$ cat src/rtl/hws_pkg.sv
// Shared types, constants and state codes for the weighted Hessian size block.
`timescale 1ns / 1ps
package hws_pkg;

  localparam int unsigned MAX_COMPONENTS_DEF = 6;
  localparam int unsigned NUM_WEIGHTS        = 6;
  localparam int unsigned NUM_ENTRIES        = 9;
  localparam int unsigned ENTRY_W            = 32;
  localparam int unsigned SIZE_W             = 32;
  localparam int unsigned WEIGHT_W           = 16;
  localparam int unsigned WEIGHT_FRAC        = 8;
  localparam int unsigned SQUARE_W           = 2 * ENTRY_W;
  localparam int unsigned SUMSQ_W            = SQUARE_W + 2;
  localparam int unsigned ROOT_W             = SUMSQ_W / 2;
  localparam int unsigned REM_W              = ROOT_W + 3;
  localparam int unsigned TOTAL_W            = 48;
  localparam int unsigned TERM_W             = ROOT_W + WEIGHT_W - WEIGHT_FRAC;
  localparam int unsigned MUL_A_W            = ROOT_W;
  localparam int unsigned MUL_B_W            = ENTRY_W;
  localparam int unsigned PROD_W             = MUL_A_W + MUL_B_W;
  localparam int unsigned ENT_IDX_W          = $clog2(NUM_ENTRIES);
  localparam int unsigned WIDX_W             = $clog2(NUM_WEIGHTS);
  localparam int unsigned ROOT_CNT_W         = $clog2(ROOT_W + 1);
  localparam int unsigned CFG_IDX_W          = 3;
  localparam int unsigned CFG_DATA_W         = 32;

  localparam logic [SIZE_W-1:0]   MIN_SIZE_RST = SIZE_W'(6554);
  localparam logic [SIZE_W-1:0]   MAX_SIZE_RST = SIZE_W'(65536);
  localparam logic [WEIGHT_W-1:0] WEIGHT_RST   = WEIGHT_W'(256);
  localparam logic [TOTAL_W-1:0]  TOTAL_MAX    = {TOTAL_W{1'b1}};

  typedef enum logic [CFG_IDX_W-1:0] {
    REG_MIN_SIZE = 3'd0,
    REG_MAX_SIZE = 3'd1,
    REG_WEIGHT_0 = 3'd2,
    REG_WEIGHT_1 = 3'd3,
    REG_WEIGHT_2 = 3'd4,
    REG_WEIGHT_3 = 3'd5,
    REG_WEIGHT_4 = 3'd6,
    REG_WEIGHT_5 = 3'd7
  } cfg_reg_t;

  typedef enum logic [2:0] {
    ST_IDLE,
    ST_SQUARE,
    ST_SQ_DRAIN,
    ST_ROOT_GO,
    ST_ROOT_WAIT,
    ST_WEIGH,
    ST_ACCUM,
    ST_FINISH
  } state_t;

  typedef struct packed {
    logic               valid;
    logic [MUL_A_W-1:0] a;
    logic [MUL_B_W-1:0] b;
  } mul_req_t;

  typedef struct packed {
    logic              valid;
    logic [PROD_W-1:0] p;
  } mul_rsp_t;

  typedef struct packed {
    logic               start;
    logic [SUMSQ_W-1:0] radicand;
  } sqrt_req_t;

  typedef struct packed {
    logic              busy;
    logic              done;
    logic [ROOT_W-1:0] root;
  } sqrt_rsp_t;

endpackage

$ cat src/rtl/hws_if.sv
// Valid/ready channel interfaces for Hessian items and vertex sizes.
`timescale 1ns / 1ps
interface hws_in_if;
  logic                                valid;
  logic                                ready;
  logic signed [hws_pkg::ENTRY_W-1:0]  h_xx;
  logic signed [hws_pkg::ENTRY_W-1:0]  h_xy;
  logic signed [hws_pkg::ENTRY_W-1:0]  h_xz;
  logic signed [hws_pkg::ENTRY_W-1:0]  h_yx;
  logic signed [hws_pkg::ENTRY_W-1:0]  h_yy;
  logic signed [hws_pkg::ENTRY_W-1:0]  h_yz;
  logic signed [hws_pkg::ENTRY_W-1:0]  h_zx;
  logic signed [hws_pkg::ENTRY_W-1:0]  h_zy;
  logic signed [hws_pkg::ENTRY_W-1:0]  h_zz;
  logic                                last_component;

  modport source (output valid, h_xx, h_xy, h_xz, h_yx, h_yy, h_yz, h_zx, h_zy, h_zz,
                  last_component, input ready);
  modport sink (input valid, h_xx, h_xy, h_xz, h_yx, h_yy, h_yz, h_zx, h_zy, h_zz,
                last_component, output ready);
endinterface

interface hws_out_if;
  logic                         valid;
  logic                         ready;
  logic [hws_pkg::SIZE_W-1:0]   vertex_size;
  logic                         saturated;

  modport source (output valid, vertex_size, saturated, input ready);
  modport sink (input valid, vertex_size, saturated, output ready);
endinterface

$ cat src/rtl/hws_mul.sv
// Shared registered multiplier used for the entry squares and the weighting.
`timescale 1ns / 1ps
module hws_mul (
  input  logic              clk,
  input  logic              rst_n,
  input  hws_pkg::mul_req_t req,
  output hws_pkg::mul_rsp_t rsp
);
  import hws_pkg::*;

  logic              valid_r;
  logic [PROD_W-1:0] prod_r;

  always_ff @(posedge clk) begin
    if (!rst_n) begin
      valid_r <= 1'b0;
    end else begin
      valid_r <= req.valid;
    end
  end

  always_ff @(posedge clk) begin
    if (req.valid) begin
      prod_r <= PROD_W'(req.a) * PROD_W'(req.b);
    end
  end

  assign rsp.valid = valid_r;
  assign rsp.p     = prod_r;

endmodule

$ cat src/rtl/hws_sqrt.sv
// Iterative integer square root, one result bit per cycle.
`timescale 1ns / 1ps
module hws_sqrt (
  input  logic               clk,
  input  logic               rst_n,
  input  hws_pkg::sqrt_req_t req,
  output hws_pkg::sqrt_rsp_t rsp
);
  import hws_pkg::*;

  logic [SUMSQ_W-1:0]    rad_r;
  logic [ROOT_W:0]       rem_r;
  logic [ROOT_W-1:0]     root_r;
  logic [ROOT_CNT_W-1:0] cnt_r;
  logic                  busy_r;
  logic                  done_r;

  logic [REM_W-1:0] rem_sh;
  logic [REM_W-1:0] trial;
  logic             fits;
  logic [REM_W-1:0] rem_left;

  // Bring down the next two radicand bits and try the candidate 4q+1.
  assign rem_sh   = {rem_r, rad_r[SUMSQ_W-1 -: 2]};
  assign trial    = REM_W'({root_r, 2'b01});
  assign fits     = (rem_sh >= trial);
  assign rem_left = fits ? (rem_sh - trial) : rem_sh;

  always_ff @(posedge clk) begin
    if (!rst_n) begin
      busy_r <= 1'b0;
      done_r <= 1'b0;
      cnt_r  <= '0;
    end else if (req.start) begin
      busy_r <= 1'b1;
      done_r <= 1'b0;
      cnt_r  <= ROOT_CNT_W'(ROOT_W);
    end else if (busy_r) begin
      cnt_r  <= cnt_r - 1'b1;
      busy_r <= (cnt_r != ROOT_CNT_W'(1));
      done_r <= (cnt_r == ROOT_CNT_W'(1));
    end else begin
      done_r <= 1'b0;
    end
  end

  always_ff @(posedge clk) begin
    if (req.start) begin
      rad_r  <= req.radicand;
      rem_r  <= '0;
      root_r <= '0;
    end else if (busy_r) begin
      rad_r  <= {rad_r[SUMSQ_W-3:0], 2'b00};
      rem_r  <= rem_left[ROOT_W:0];
      root_r <= {root_r[ROOT_W-2:0], fits};
    end
  end

  assign rsp.busy = busy_r;
  assign rsp.done = done_r;
  assign rsp.root = root_r;

endmodule

$ cat src/rtl/hessian_weighted_size.sv
// Top level: sequencer, registers and datapath of the weighted Hessian size block.
//
//   channel  | dir | handshake              | contents
//   in_ch    | in  | valid/ready transfer   | nine Q16.16 Hessian entries, last_component
//   out_ch   | out | valid/ready transfer   | vertex_size (Q16.16), saturated
//   cfg_*    | in  | write enable, no ready | min_size, max_size, weight_0..weight_5
//
// The block takes no new item until the last one is through: nine issues of the
// shared multiplier for the squares, the bit-serial square root, then the
// weighting multiply, the accumulation and the finishing step.
// An item beyond the component limit goes straight from acceptance to the finishing step.
// Reset is synchronous and active low and is ready for an item in the next cycle.
// A held result waits in the output register while the next item is worked on;
// only a last-component item stalls in its finishing step until that register is free.
`timescale 1ns / 1ps
module hessian_weighted_size #(
  parameter int unsigned MAX_COMPONENTS = hws_pkg::MAX_COMPONENTS_DEF
) (
  input  logic                             clk,
  input  logic                             rst_n,
  hws_in_if.sink                           in_ch,
  hws_out_if.source                        out_ch,
  input  logic                             cfg_we,
  input  logic [hws_pkg::CFG_IDX_W-1:0]    cfg_index,
  input  logic [hws_pkg::CFG_DATA_W-1:0]   cfg_data
);
  import hws_pkg::*;

  localparam int unsigned COMP_W = $clog2(MAX_COMPONENTS + 1);

  // Configuration registers
  logic [SIZE_W-1:0]   min_size_r;
  logic [SIZE_W-1:0]   max_size_r;
  logic [WEIGHT_W-1:0] weight_r [NUM_WEIGHTS];

  // Item and accumulation state
  state_t               state_r, state_nxt;
  logic [ENTRY_W-1:0]   ent_r [NUM_ENTRIES];
  logic                 last_r;
  logic [ENT_IDX_W-1:0] k_r;
  logic [SUMSQ_W-1:0]   sumsq_r;
  logic [TOTAL_W-1:0]   total_r;
  logic [COMP_W-1:0]    comp_r;
  logic                 ovf_r;

  // Output register
  logic                 out_valid_r;
  logic [SIZE_W-1:0]    out_size_r;
  logic                 out_sat_r;

  mul_req_t  mul_req;
  mul_rsp_t  mul_rsp;
  sqrt_req_t sqrt_req;
  sqrt_rsp_t sqrt_rsp;

  logic                 accept;
  logic                 in_range;
  logic                 out_free;
  logic                 emit;
  logic [ENTRY_W-1:0]   ent_sel;
  logic [ENTRY_W-1:0]   mag;
  logic [TERM_W-1:0]    term;
  logic [TOTAL_W:0]     sum_wide;
  logic [TOTAL_W-1:0]   diff;
  logic [SIZE_W-1:0]    size_sel;

  hws_mul u_mul (
    .clk   (clk),
    .rst_n (rst_n),
    .req   (mul_req),
    .rsp   (mul_rsp)
  );

  hws_sqrt u_sqrt (
    .clk   (clk),
    .rst_n (rst_n),
    .req   (sqrt_req),
    .rsp   (sqrt_rsp)
  );

  assign accept   = in_ch.valid && in_ch.ready;
  assign in_range = (comp_r < COMP_W'(MAX_COMPONENTS));
  assign out_free = !out_valid_r || out_ch.ready;

  // Magnitude of the selected entry; the most negative value maps onto 2^31.
  assign ent_sel = ent_r[k_r];
  assign mag     = ent_sel[ENTRY_W-1] ? (~ent_sel + 1'b1) : ent_sel;

  assign term     = mul_rsp.p[WEIGHT_FRAC +: TERM_W];
  assign sum_wide = (TOTAL_W + 1)'(total_r) + (TOTAL_W + 1)'(term);

  assign diff     = (total_r < TOTAL_W'(max_size_r)) ? (TOTAL_W'(max_size_r) - total_r) : '0;
  assign size_sel = (diff[SIZE_W-1:0] < min_size_r) ? min_size_r : diff[SIZE_W-1:0];

  // Next state
  always_comb begin
    state_nxt = state_r;
    unique case (state_r)
      ST_IDLE: begin
        if (accept) begin
          state_nxt = in_range ? ST_SQUARE : ST_FINISH;
        end
      end
      ST_SQUARE: begin
        if (k_r == ENT_IDX_W'(NUM_ENTRIES - 1)) begin
          state_nxt = ST_SQ_DRAIN;
        end
      end
      ST_SQ_DRAIN:  state_nxt = ST_ROOT_GO;
      ST_ROOT_GO:   state_nxt = ST_ROOT_WAIT;
      ST_ROOT_WAIT: begin
        if (sqrt_rsp.done) begin
          state_nxt = ST_WEIGH;
        end
      end
      ST_WEIGH:     state_nxt = ST_ACCUM;
      ST_ACCUM:     state_nxt = ST_FINISH;
      ST_FINISH: begin
        if (!last_r || out_free) begin
          state_nxt = ST_IDLE;
        end
      end
      default:      state_nxt = ST_IDLE;
    endcase
  end

  // Sequencer outputs
  always_comb begin
    in_ch.ready       = 1'b0;
    mul_req.valid     = 1'b0;
    mul_req.a         = MUL_A_W'(mag);
    mul_req.b         = mag;
    sqrt_req.start    = 1'b0;
    sqrt_req.radicand = sumsq_r;
    emit              = 1'b0;
    unique case (state_r)
      ST_IDLE:    in_ch.ready = 1'b1;
      ST_SQUARE:  mul_req.valid = 1'b1;
      ST_ROOT_GO: sqrt_req.start = 1'b1;
      ST_WEIGH: begin
        mul_req.valid = 1'b1;
        mul_req.a     = sqrt_rsp.root;
        mul_req.b     = MUL_B_W'(weight_r[WIDX_W'(comp_r)]);
      end
      ST_FINISH:  emit = last_r && out_free;
      default: ;
    endcase
  end

  always_ff @(posedge clk) begin
    if (!rst_n) begin
      min_size_r <= MIN_SIZE_RST;
      max_size_r <= MAX_SIZE_RST;
      for (int i = 0; i < NUM_WEIGHTS; i++) begin
        weight_r[i] <= WEIGHT_RST;
      end
    end else if (cfg_we) begin
      unique case (cfg_reg_t'(cfg_index))
        REG_MIN_SIZE: min_size_r  <= cfg_data[SIZE_W-1:0];
        REG_MAX_SIZE: max_size_r  <= cfg_data[SIZE_W-1:0];
        REG_WEIGHT_0: weight_r[0] <= cfg_data[WEIGHT_W-1:0];
        REG_WEIGHT_1: weight_r[1] <= cfg_data[WEIGHT_W-1:0];
        REG_WEIGHT_2: weight_r[2] <= cfg_data[WEIGHT_W-1:0];
        REG_WEIGHT_3: weight_r[3] <= cfg_data[WEIGHT_W-1:0];
        REG_WEIGHT_4: weight_r[4] <= cfg_data[WEIGHT_W-1:0];
        REG_WEIGHT_5: weight_r[5] <= cfg_data[WEIGHT_W-1:0];
        default: ;
      endcase
    end
  end

  always_ff @(posedge clk) begin
    if (!rst_n) begin
      state_r     <= ST_IDLE;
      total_r     <= '0;
      comp_r      <= '0;
      ovf_r       <= 1'b0;
      out_valid_r <= 1'b0;
    end else begin
      state_r <= state_nxt;
      if (accept && !in_range) begin
        ovf_r <= 1'b1;
      end
      if (state_r == ST_ACCUM) begin
        comp_r <= comp_r + 1'b1;
        if (sum_wide[TOTAL_W]) begin
          total_r <= TOTAL_MAX;
          ovf_r   <= 1'b1;
        end else begin
          total_r <= sum_wide[TOTAL_W-1:0];
        end
      end
      if (emit) begin
        out_valid_r <= 1'b1;
        total_r     <= '0;
        comp_r      <= '0;
        ovf_r       <= 1'b0;
      end else if (out_ch.ready) begin
        out_valid_r <= 1'b0;
      end
    end
  end

  always_ff @(posedge clk) begin
    if (accept) begin
      ent_r[0] <= in_ch.h_xx;
      ent_r[1] <= in_ch.h_xy;
      ent_r[2] <= in_ch.h_xz;
      ent_r[3] <= in_ch.h_yx;
      ent_r[4] <= in_ch.h_yy;
      ent_r[5] <= in_ch.h_yz;
      ent_r[6] <= in_ch.h_zx;
      ent_r[7] <= in_ch.h_zy;
      ent_r[8] <= in_ch.h_zz;
      last_r   <= in_ch.last_component;
      k_r      <= '0;
      sumsq_r  <= '0;
    end else begin
      if (state_r == ST_SQUARE) begin
        k_r <= k_r + 1'b1;
      end
      // Squares arrive from the multiplier register in the cycle after issue, so the drain step takes the last one.
      if (mul_rsp.valid && (state_r == ST_SQUARE || state_r == ST_SQ_DRAIN)) begin
        sumsq_r <= sumsq_r + SUMSQ_W'(mul_rsp.p[SQUARE_W-1:0]);
      end
    end
    if (emit) begin
      out_size_r <= size_sel;
      out_sat_r  <= ovf_r;
    end
  end

  assign out_ch.valid       = out_valid_r;
  assign out_ch.vertex_size = out_size_r;
  assign out_ch.saturated   = out_sat_r;

endmodule
$ cat src/flat_wrapper.sv
// flat-port wrapper written by rule: the top's interface ports become plain ports
module hessian_weighted_size_flat import hws_pkg::*;
#(
  parameter int unsigned MAX_COMPONENTS = hws_pkg::MAX_COMPONENTS_DEF
)
  (clk, rst_n, cfg_we, cfg_index, cfg_data, in_ch_valid, in_ch_h_xx, in_ch_h_xy, in_ch_h_xz, in_ch_h_yx, in_ch_h_yy, in_ch_h_yz, in_ch_h_zx, in_ch_h_zy, in_ch_h_zz, in_ch_last_component, in_ch_ready, out_ch_valid, out_ch_vertex_size, out_ch_saturated, out_ch_ready);
  hws_in_if in_ch_i ();
  hws_out_if out_ch_i ();
  input  logic clk;
  input  logic rst_n;
  input  logic cfg_we;
  input  logic [hws_pkg::CFG_IDX_W-1:0] cfg_index;
  input  logic [hws_pkg::CFG_DATA_W-1:0] cfg_data;
  input wire logic [$bits(in_ch_i.valid)-1:0] in_ch_valid;
  input wire logic [$bits(in_ch_i.h_xx)-1:0] in_ch_h_xx;
  input wire logic [$bits(in_ch_i.h_xy)-1:0] in_ch_h_xy;
  input wire logic [$bits(in_ch_i.h_xz)-1:0] in_ch_h_xz;
  input wire logic [$bits(in_ch_i.h_yx)-1:0] in_ch_h_yx;
  input wire logic [$bits(in_ch_i.h_yy)-1:0] in_ch_h_yy;
  input wire logic [$bits(in_ch_i.h_yz)-1:0] in_ch_h_yz;
  input wire logic [$bits(in_ch_i.h_zx)-1:0] in_ch_h_zx;
  input wire logic [$bits(in_ch_i.h_zy)-1:0] in_ch_h_zy;
  input wire logic [$bits(in_ch_i.h_zz)-1:0] in_ch_h_zz;
  input wire logic [$bits(in_ch_i.last_component)-1:0] in_ch_last_component;
  output wire logic [$bits(in_ch_i.ready)-1:0] in_ch_ready;
  output wire logic [$bits(out_ch_i.valid)-1:0] out_ch_valid;
  output wire logic [$bits(out_ch_i.vertex_size)-1:0] out_ch_vertex_size;
  output wire logic [$bits(out_ch_i.saturated)-1:0] out_ch_saturated;
  input wire logic [$bits(out_ch_i.ready)-1:0] out_ch_ready;
  assign in_ch_i.valid = in_ch_valid;
  assign in_ch_i.h_xx = in_ch_h_xx;
  assign in_ch_i.h_xy = in_ch_h_xy;
  assign in_ch_i.h_xz = in_ch_h_xz;
  assign in_ch_i.h_yx = in_ch_h_yx;
  assign in_ch_i.h_yy = in_ch_h_yy;
  assign in_ch_i.h_yz = in_ch_h_yz;
  assign in_ch_i.h_zx = in_ch_h_zx;
  assign in_ch_i.h_zy = in_ch_h_zy;
  assign in_ch_i.h_zz = in_ch_h_zz;
  assign in_ch_i.last_component = in_ch_last_component;
  assign in_ch_ready = in_ch_i.ready;
  assign out_ch_valid = out_ch_i.valid;
  assign out_ch_vertex_size = out_ch_i.vertex_size;
  assign out_ch_saturated = out_ch_i.saturated;
  assign out_ch_i.ready = out_ch_ready;
  hessian_weighted_size #(.MAX_COMPONENTS(MAX_COMPONENTS)) u_core (.clk(clk), .rst_n(rst_n), .in_ch(in_ch_i), .out_ch(out_ch_i), .cfg_we(cfg_we), .cfg_index(cfg_index), .cfg_data(cfg_data));
endmodule
$ cat config.mk
export PLATFORM = sky130hd
export DESIGN_NAME = hessian_weighted_size_flat
export DESIGN_NICKNAME = d
export VERILOG_FILES = /design/src/rtl/hws_pkg.sv /design/src/rtl/hws_if.sv /design/src/rtl/hws_mul.sv /design/src/rtl/hws_sqrt.sv /design/src/rtl/hessian_weighted_size.sv /design/src/flat_wrapper.sv
export SDC_FILE = /design/constraint.sdc
export NUM_CORES = 2
export LEC_CHECK = 0
export CELL_PAD_IN_SITES_DETAIL_PLACEMENT = 1
export CELL_PAD_IN_SITES_GLOBAL_PLACEMENT = 2
export CORE_MARGIN = 3
export CORE_UTILIZATION = 44
export CTS_BUF_LIST = sky130_fd_sc_hd__clkbuf_2
export DETAILED_ROUTE_END_ITERATION = 10
export DONT_BUFFER_PORTS = 1
export PLACE_DENSITY = 0.81
export REMOVE_ABC_BUFFERS = 1
export SYNTH_ARGS = -nofsm -noshare
export SYNTH_HDL_FRONTEND = slang
export SYNTH_SLANG_ARGS = --single-unit
export TNS_END_PERCENT = 10
$ cat constraint.sdc
create_clock -name clk -period 16 [get_ports clk]
set_input_delay 1.6 -clock clk [delete_from_list [all_inputs] [get_ports clk]]
set_output_delay 1.6 -clock clk [all_outputs]
set_load 0.03 [all_outputs]
Word level (Yosys, flattened, before mapping)
Memory sizes are Yosys's and may differ from the RTL's. A register that Yosys moved wholly into a read port is not among the register bits.
Cells that the tools add are included.
{"block": "word_totals", "regBits": 430, "ramBits": 384, "inputBits": 329, "output_inout_bits": 35, "elab_cells": 151, "memories": 2}
{"block": "classes", "add_sub_neg": 8, "multipliers": 1, "n_lt_le_gt_ge": 4, "eq_ne": 21, "n_mux": 64, "n_bitwise": 9, "n_reduce_logical": 21}
{"name": "u_core.ent_r", "depth": 9, "word_bits": 32, "read_ports": 1, "rd_ports_with_merged_regs": 1, "wr": 9, "line": "hessian_weighted_size.sv:38", "text": "logic [ENTRY_W-1:0] ent_r [NUM_ENTRIES];"}
{"name": "u_core.weight_r", "depth": 6, "word_bits": 16, "read_ports": 1, "rd_ports_with_merged_regs": 1, "wr": 6, "line": "hessian_weighted_size.sv:34", "text": "logic [WEIGHT_W-1:0] weight_r [NUM_WEIGHTS];"}
{"cell": "two-way mux 66 bit", "count": 2}
{"cell": "two-way mux 16 bit", "count": 6}
{"cell": "two-way mux 32 bit", "count": 3}
{"cell": "adder 66 x 64 -> 66 bit", "count": 1}
{"cell": "two-way mux 65 bit", "count": 1}
{"cell": "multiplier 33 x 32 -> 64 bit", "count": 1}
{"cell": "adder 48 x 41 -> 49 bit", "count": 1}
{"cell": "less-than comparator 48 x 32 -> 1 bit", "count": 1}
{"cell": "two-way mux 48 bit", "count": 1}
{"cell": "two-way mux 1 bit", "count": 38}
{"cell": "greater-or-equal comparator 36 x 35 -> 1 bit", "count": 1}
{"cell": "two-way mux 34 bit", "count": 1}
{"cell": "subtractor 34 bit", "count": 1}
{"cell": "adder 32 x 1 -> 32 bit, second input constant", "count": 1}
{"cell": "less-than comparator 32 bit", "count": 1}
{"cell": "NOT 32 bit", "count": 1}
{"cell": "subtractor 32 bit", "count": 1}
{"cell": "equality test 3 bit, second input constant", "count": 8}
{"cell": "one-hot mux 3 bit (8 select lines)", "count": 1}
{"cell": "two-way mux 3 bit", "count": 7}
{"cell": "equality test 3 x 2 -> 1 bit, second input constant", "count": 4}
{"cell": "two-way mux 6 bit", "count": 2}
{"cell": "two-way mux 4 bit", "count": 2}
{"cell": "equality test 3 x 1 -> 1 bit, second input constant", "count": 2}
{"cell": "20 further kinds", "count": 40}

Logic depth before layout (Yosys ltp)
{"block": "logic_depth", "ltp_word": 7, "ltp_mapped": 46, "mapped_depth_nobuf": 39}

Hierarchy
Synthesis repeated with hierarchy kept, for this count alone.
{"block": "hier_totals", "hier_cells": 7977, "area_unflattened_um2": 78474.0}
{"mod": "hws_mul", "n_inst": 1, "cells_per_inst": 3934, "area_per_inst_um2": 36232.2, "seq_area_each_um2": 1971.9}
{"mod": "hessian_weighted_size", "n_inst": 1, "cells_per_inst": 3255, "area_per_inst_um2": 34441.8, "seq_area_each_um2": 16495.8}
{"mod": "hws_sqrt", "n_inst": 1, "cells_per_inst": 788, "area_per_inst_um2": 7800.0, "seq_area_each_um2": 3483.3}

Least setup slack after synthesis
OpenSTA, ideal clock, no wires.
{"block": "synth_path", "kind": "reg-to-reg", "start": "register u_core.state_r[0]", "end": "register u_core.u_mul.prod_r[60] (data pin)", "setup_time_ps": 265, "t_arrival_ps": 11054, "required_ps": 15735, "setup_slack_ps": 4681, "path_stages_with_launch": 37, "path_buffers": 5, "period_less_slack_ps": 11319, "cell_sequence": "dfxtp_1 -> nor2b_1 -> clkbuf_1 -> and2_1 -> clkbuf_1 -> buf_1 -> buf_1 -> a21o_1 -> buf_2 -> nand2_1 -> fa_1 -> inv_1 -> fa_1 -> inv_1 -> fa_1 -> fa_1 -> inv_1 -> fa_1 -> inv_1 -> fa_1 -> inv_1 -> fa_1 -> inv_1 -> fa_1 -> inv_1 -> ha_1 -> o21ai_0 -> a21oi_1 -> a2111oi_0 -> nor4b_1 -> o211ai_1 -> nand3_1 -> nand3_1 -> o22ai_1 -> o41ai_1 -> o21ai_0 -> xor2_1"}
{"block": "synth_between", "elab_chain_len": 3}
{"item": "start: declaration", "line": "hessian_weighted_size.sv:37", "text": "state_t state_r, state_nxt;"}
{"item": "start signal: assignment", "line": "hessian_weighted_size.sv:180", "text": "state_r <= state_nxt;"}
{"item": "equality test 3 bit", "line": "hessian_weighted_size.sv:136", "text": "unique case (state_r)"}
{"item": "two-way mux 65 bit", "line": "hessian_weighted_size.sv:136"}
{"item": "multiplier 33 x 32 -> 64 bit", "line": "hws_mul.sv:24", "text": "prod_r <= PROD_W'(req.a) * PROD_W'(req.b);"}
{"item": "end signal: assignment", "line": "hws_mul.sv:24"}
{"item": "end: declaration", "line": "hws_mul.sv:12", "text": "logic [PROD_W-1:0] prod_r;"}
Every way passes these cells.
A chain may end at the register's enable or synchronous reset.

==> impl_metrics.json <==
{
  "holdPathStages": 1,
  "dr.max_layer_used": "met4",
  "coreArea_um2": 171900,
  "slew_viol_final": 3,
  "clockBufferDepth": 3,
  "arrival_ps": 15810,
  "dp.final_hpwl_um": 210100,
  "die_x_um": 422.2,
  "fmax_mhz": 70.23,
  "required_ps": 17570,
  "fin_crit_sh_pct": 88.99,
  "initial_core_util_pct": 44.34,
  "hold_class": "in -> reg",
  "grt_pass1_wl_um": 441900,
  "h-tree-depth": 4,
  "cts_buffers": 219,
  "clkTransAtPathRegs_ps": 280,
  "violations": "capacitance limit, slew limit",
  "wl_per_cell_um": 28.32,
  "relSlewSlack_pct": -19.38,
  "final_util_pct": 49.35,
  "fin_tns_setup_ps": 0,
  "finClkSkew_ps": 279.9,
  "final_layout_size_suffix_gt1_share_pct": 8.599,
  "routed_via_density": 5.787,
  "syn2layout_area_growth_pct": 11.31,
  "io_pins": 364,
  "crit_fanout": 35,
  "synth_top_area_share_pct": 24.34,
  "critPathSlowestCell": "dfxtp_4",
  "synth_cell_types": 92,
  "synth_cells": 7896,
  "fin_nets": 10020,
  "drt_iter0_markers": 5343,
  "outcome": "complete, but fails checks",
  "cts.root.buffer_cell": "clkbuf_2",
  "synthesis.area_um2": 76230,
  "cp-start-kind": "register",
  "wl_met2_um": 140500,
  "die_area_um2": 178300,
  "num_vias": 62710,
  "async_flop_share_pct": 0,
  "grt_setup_unrepaired": "no",
  "cts.sinks": 821,
  "drc_errors": 0,
  "grt_overflow": 0,
  "postRouteAntennaNets": 0,
  "final.min_clock_period_ps": 14240,
  "worstSetupEndpointType": "register",
  "antenna_found_initial": 40,
  "wl_um": 306900,
  "synth_warnings": 0,
  "io_buffers": 0,
  "placement_rows": 152,
  "cp_slowest_stage_delay_ps": 870,
  "r2r_slack_ps": 1760,
  "grt_usage_pct": 33.19,
  "die_h_um": 422.2,
  "finalSetupViolCount": 0,
  "grt_max_degree": 194,
  "synth_edf_count": 548,
  "synth.avg_cell_area_um2": 9.654,
  "min_from": "in_ch_h_xx[14]",
  "yosys-top-cells-area": "fa_1, edfxtp_1, ha_1, dfxtp_1, inv_1",
  "place_congestion": 0.9451,
  "dp_slack_ps": 2515,
  "cts_setup_buffers": 0,
  "maxCapViolCount": 1,
  "ys_ff_latch": 821,
  "critical_path.most_common_cell": "fa_1",
  "tightest_slew_ps": 1777,
  "drtPass1Iterations": 8,
  "final-hold-violation-count": 0,
  "cts_tree": "built",
  "clk-insertion-delay-late_ps": 2050,
  "wl_met1_um": 114300,
  "wl_met3_um": 24770,
  "yosysSeqAreaShare_pct": 28.76,
  "ys.flop_type": "edfxtp_1",
  "synth_area_leader_cell": "fa_1",
  "critical_path_class": "reg -> reg",
  "worstRegToRegCells": 37,
  "fillers": 19550,
  "setup_ws_ps": 1762,
  "first_global_vias": 68160
}
-- final cells by class --
type | instances | area [µm²] | share of cell area [%]
well taps | 2310 | 2890 | 3.406
inverters | 1206 | 4534 | 5.344
multi-input cells | 5538 | 48610 | 57.28
repair buffers | 481 | 4504 | 5.309
flip-flops and latches | 821 | 21940 | 25.85
clock inverters | 78 | 548.0 | 0.6459
clock buffers | 330 | 1652 | 1.946
diodes | 72 | 180.2 | 0.2123
-- cell usage after synthesis (all sizes together) (9+ instances only) --
cell and instances:
nand2b 43, a311oi 9, a211o 10, nand4 46, a21boi 79, dfxtp 273
and2 130, or3 18, a221oi 18, nand2 1122, mux2 38, nand3 82
and3 36, clkbuf 238, nor2 728, nor4 21, o31ai 14, or2 12
o2111ai 9, fa 927, inv 1205, a21oi 384, a2111oi 14, ha 499
a31oi 60, a211oi 50, edfxtp 548, buf 129, xnor2 159, mux2i 106
o21ai 267, a21o 164, nor2b 32, nor3 72, o21a 37, o211ai 27
xor2 91, o21bai 34, mux4 80
-- cell families after synthesis --
family          count (synthesis)  synth area share [%]
buf+inv                      1573                 8.037
fa+ha+maj                    1426                 32.53
other cells                     2              0.009852
compound gates               1232                 10.17
simple gates                 2368                 13.29
xor+xnor                      250                 2.882
mux                           224                 4.322
flops                         821                 28.76
-- critical path: cells and delay by family, from the launching register on --
| kind | cells | cell delay, ps |
|---|---|---|
| fa+ha+maj | 9 | 4390 |
| compound gates | 10 | 3500 |
| simple gates | 8 | 1990 |
| buf+inv | 6 | 1620 |
| mux | 3 | 1290 |
| flops | 1 | 870 |
| xor+xnor | 1 | 240 |
-- path summary, 6_finish.rpt --
kind | endpoint
worst min-delay path | u_core.ent_r[0][14]
worst min register to register | u_core.sumsq_r[65]
worst max-delay path | u_core.u_mul.prod_r[62]
worst max register to register | u_core.u_mul.prod_r[62]
-- cell usage in the layout (no fill, tap or decap), types with 38 or more instances in the layout --
master,n
inv_1,1199
nand2_1,1120
fa_1,927
nor2_1,711
edfxtp_1,548
ha_1,499
a21oi_1,372
dlygate4sd3_1,344
clkbuf_2,330
dfxtp_1,267
o21ai_0,224
a21o_1,164
xnor2_1,158
buf_4,135
and2_1,128
mux2i_1,105
xor2_1,90
nand3_1,81
mux4_2,80
diode_2,72
nor3_1,66
a21boi_0,64
a31oi_1,60
clkinv_1,50
a211oi_1,49
nand4_1,46
nand2b_1,42
mux2_2,38
conb_1,38
-- registers in the layout, indices dropped and copies added (netlist names), named ones only --
signal	flops
u_core.u_mul.prod_r	64
u_core.total_r	48
u_core.u_sqrt.rad_r	66
u_core.u_sqrt.rem_r	34
u_core.k_r	4
u_core.min_size_r	32
u_core.last_r	1
u_core.u_sqrt.done_r	1
u_core.weight_r	96
u_core.comp_r	3
u_core.out_ch.saturated	1
u_core.ent_r	288
u_core.max_size_r	32
u_core.ovf_r	1
u_core.u_mul.valid_r	1
u_core.u_sqrt.cnt_r	6
u_core.u_sqrt.busy_r	1
u_core.state_r	3
u_core.u_sqrt.root_r	33
u_core.out_ch.valid	1
u_core.sumsq_r	66
u_core.out_ch.vertex_size	32
-- what timing repair did --
| action | 4_1_cts | 5_1_grt |
|---|---|---|
| hold buffers | 345 | 0 |
| resized for setup | 0 | 0 |
| endpoints found under the hold margin | 481 | 0 |
-- metrics by stage --
| step | hold slack, ps | instances | area [µm²] |
|---|---|---|---|
| CTS | 1.848 | 10760 | 84660 |
| detailed placement | 467.4 | 10010 | 78990 |
| finish | 203.0 | 10840 | 84850 |
| floorplan | 409.1 | 7565 | 74770 |
| global route | 108.7 | 10810 | 84800 |
| global placement | 459.6 | 10010 | 78980 |
-- layer usage --
metal	GRT usage, %	up-vias
li1	-	26680
met1	39.18	31580
met2	54.05	3159
met3	7.793	1286
met4	22.08	0
met5	0	-
Power is not shown: default switching activity piles up to over one toggle a cycle in this logic, so the estimate is an artifact.
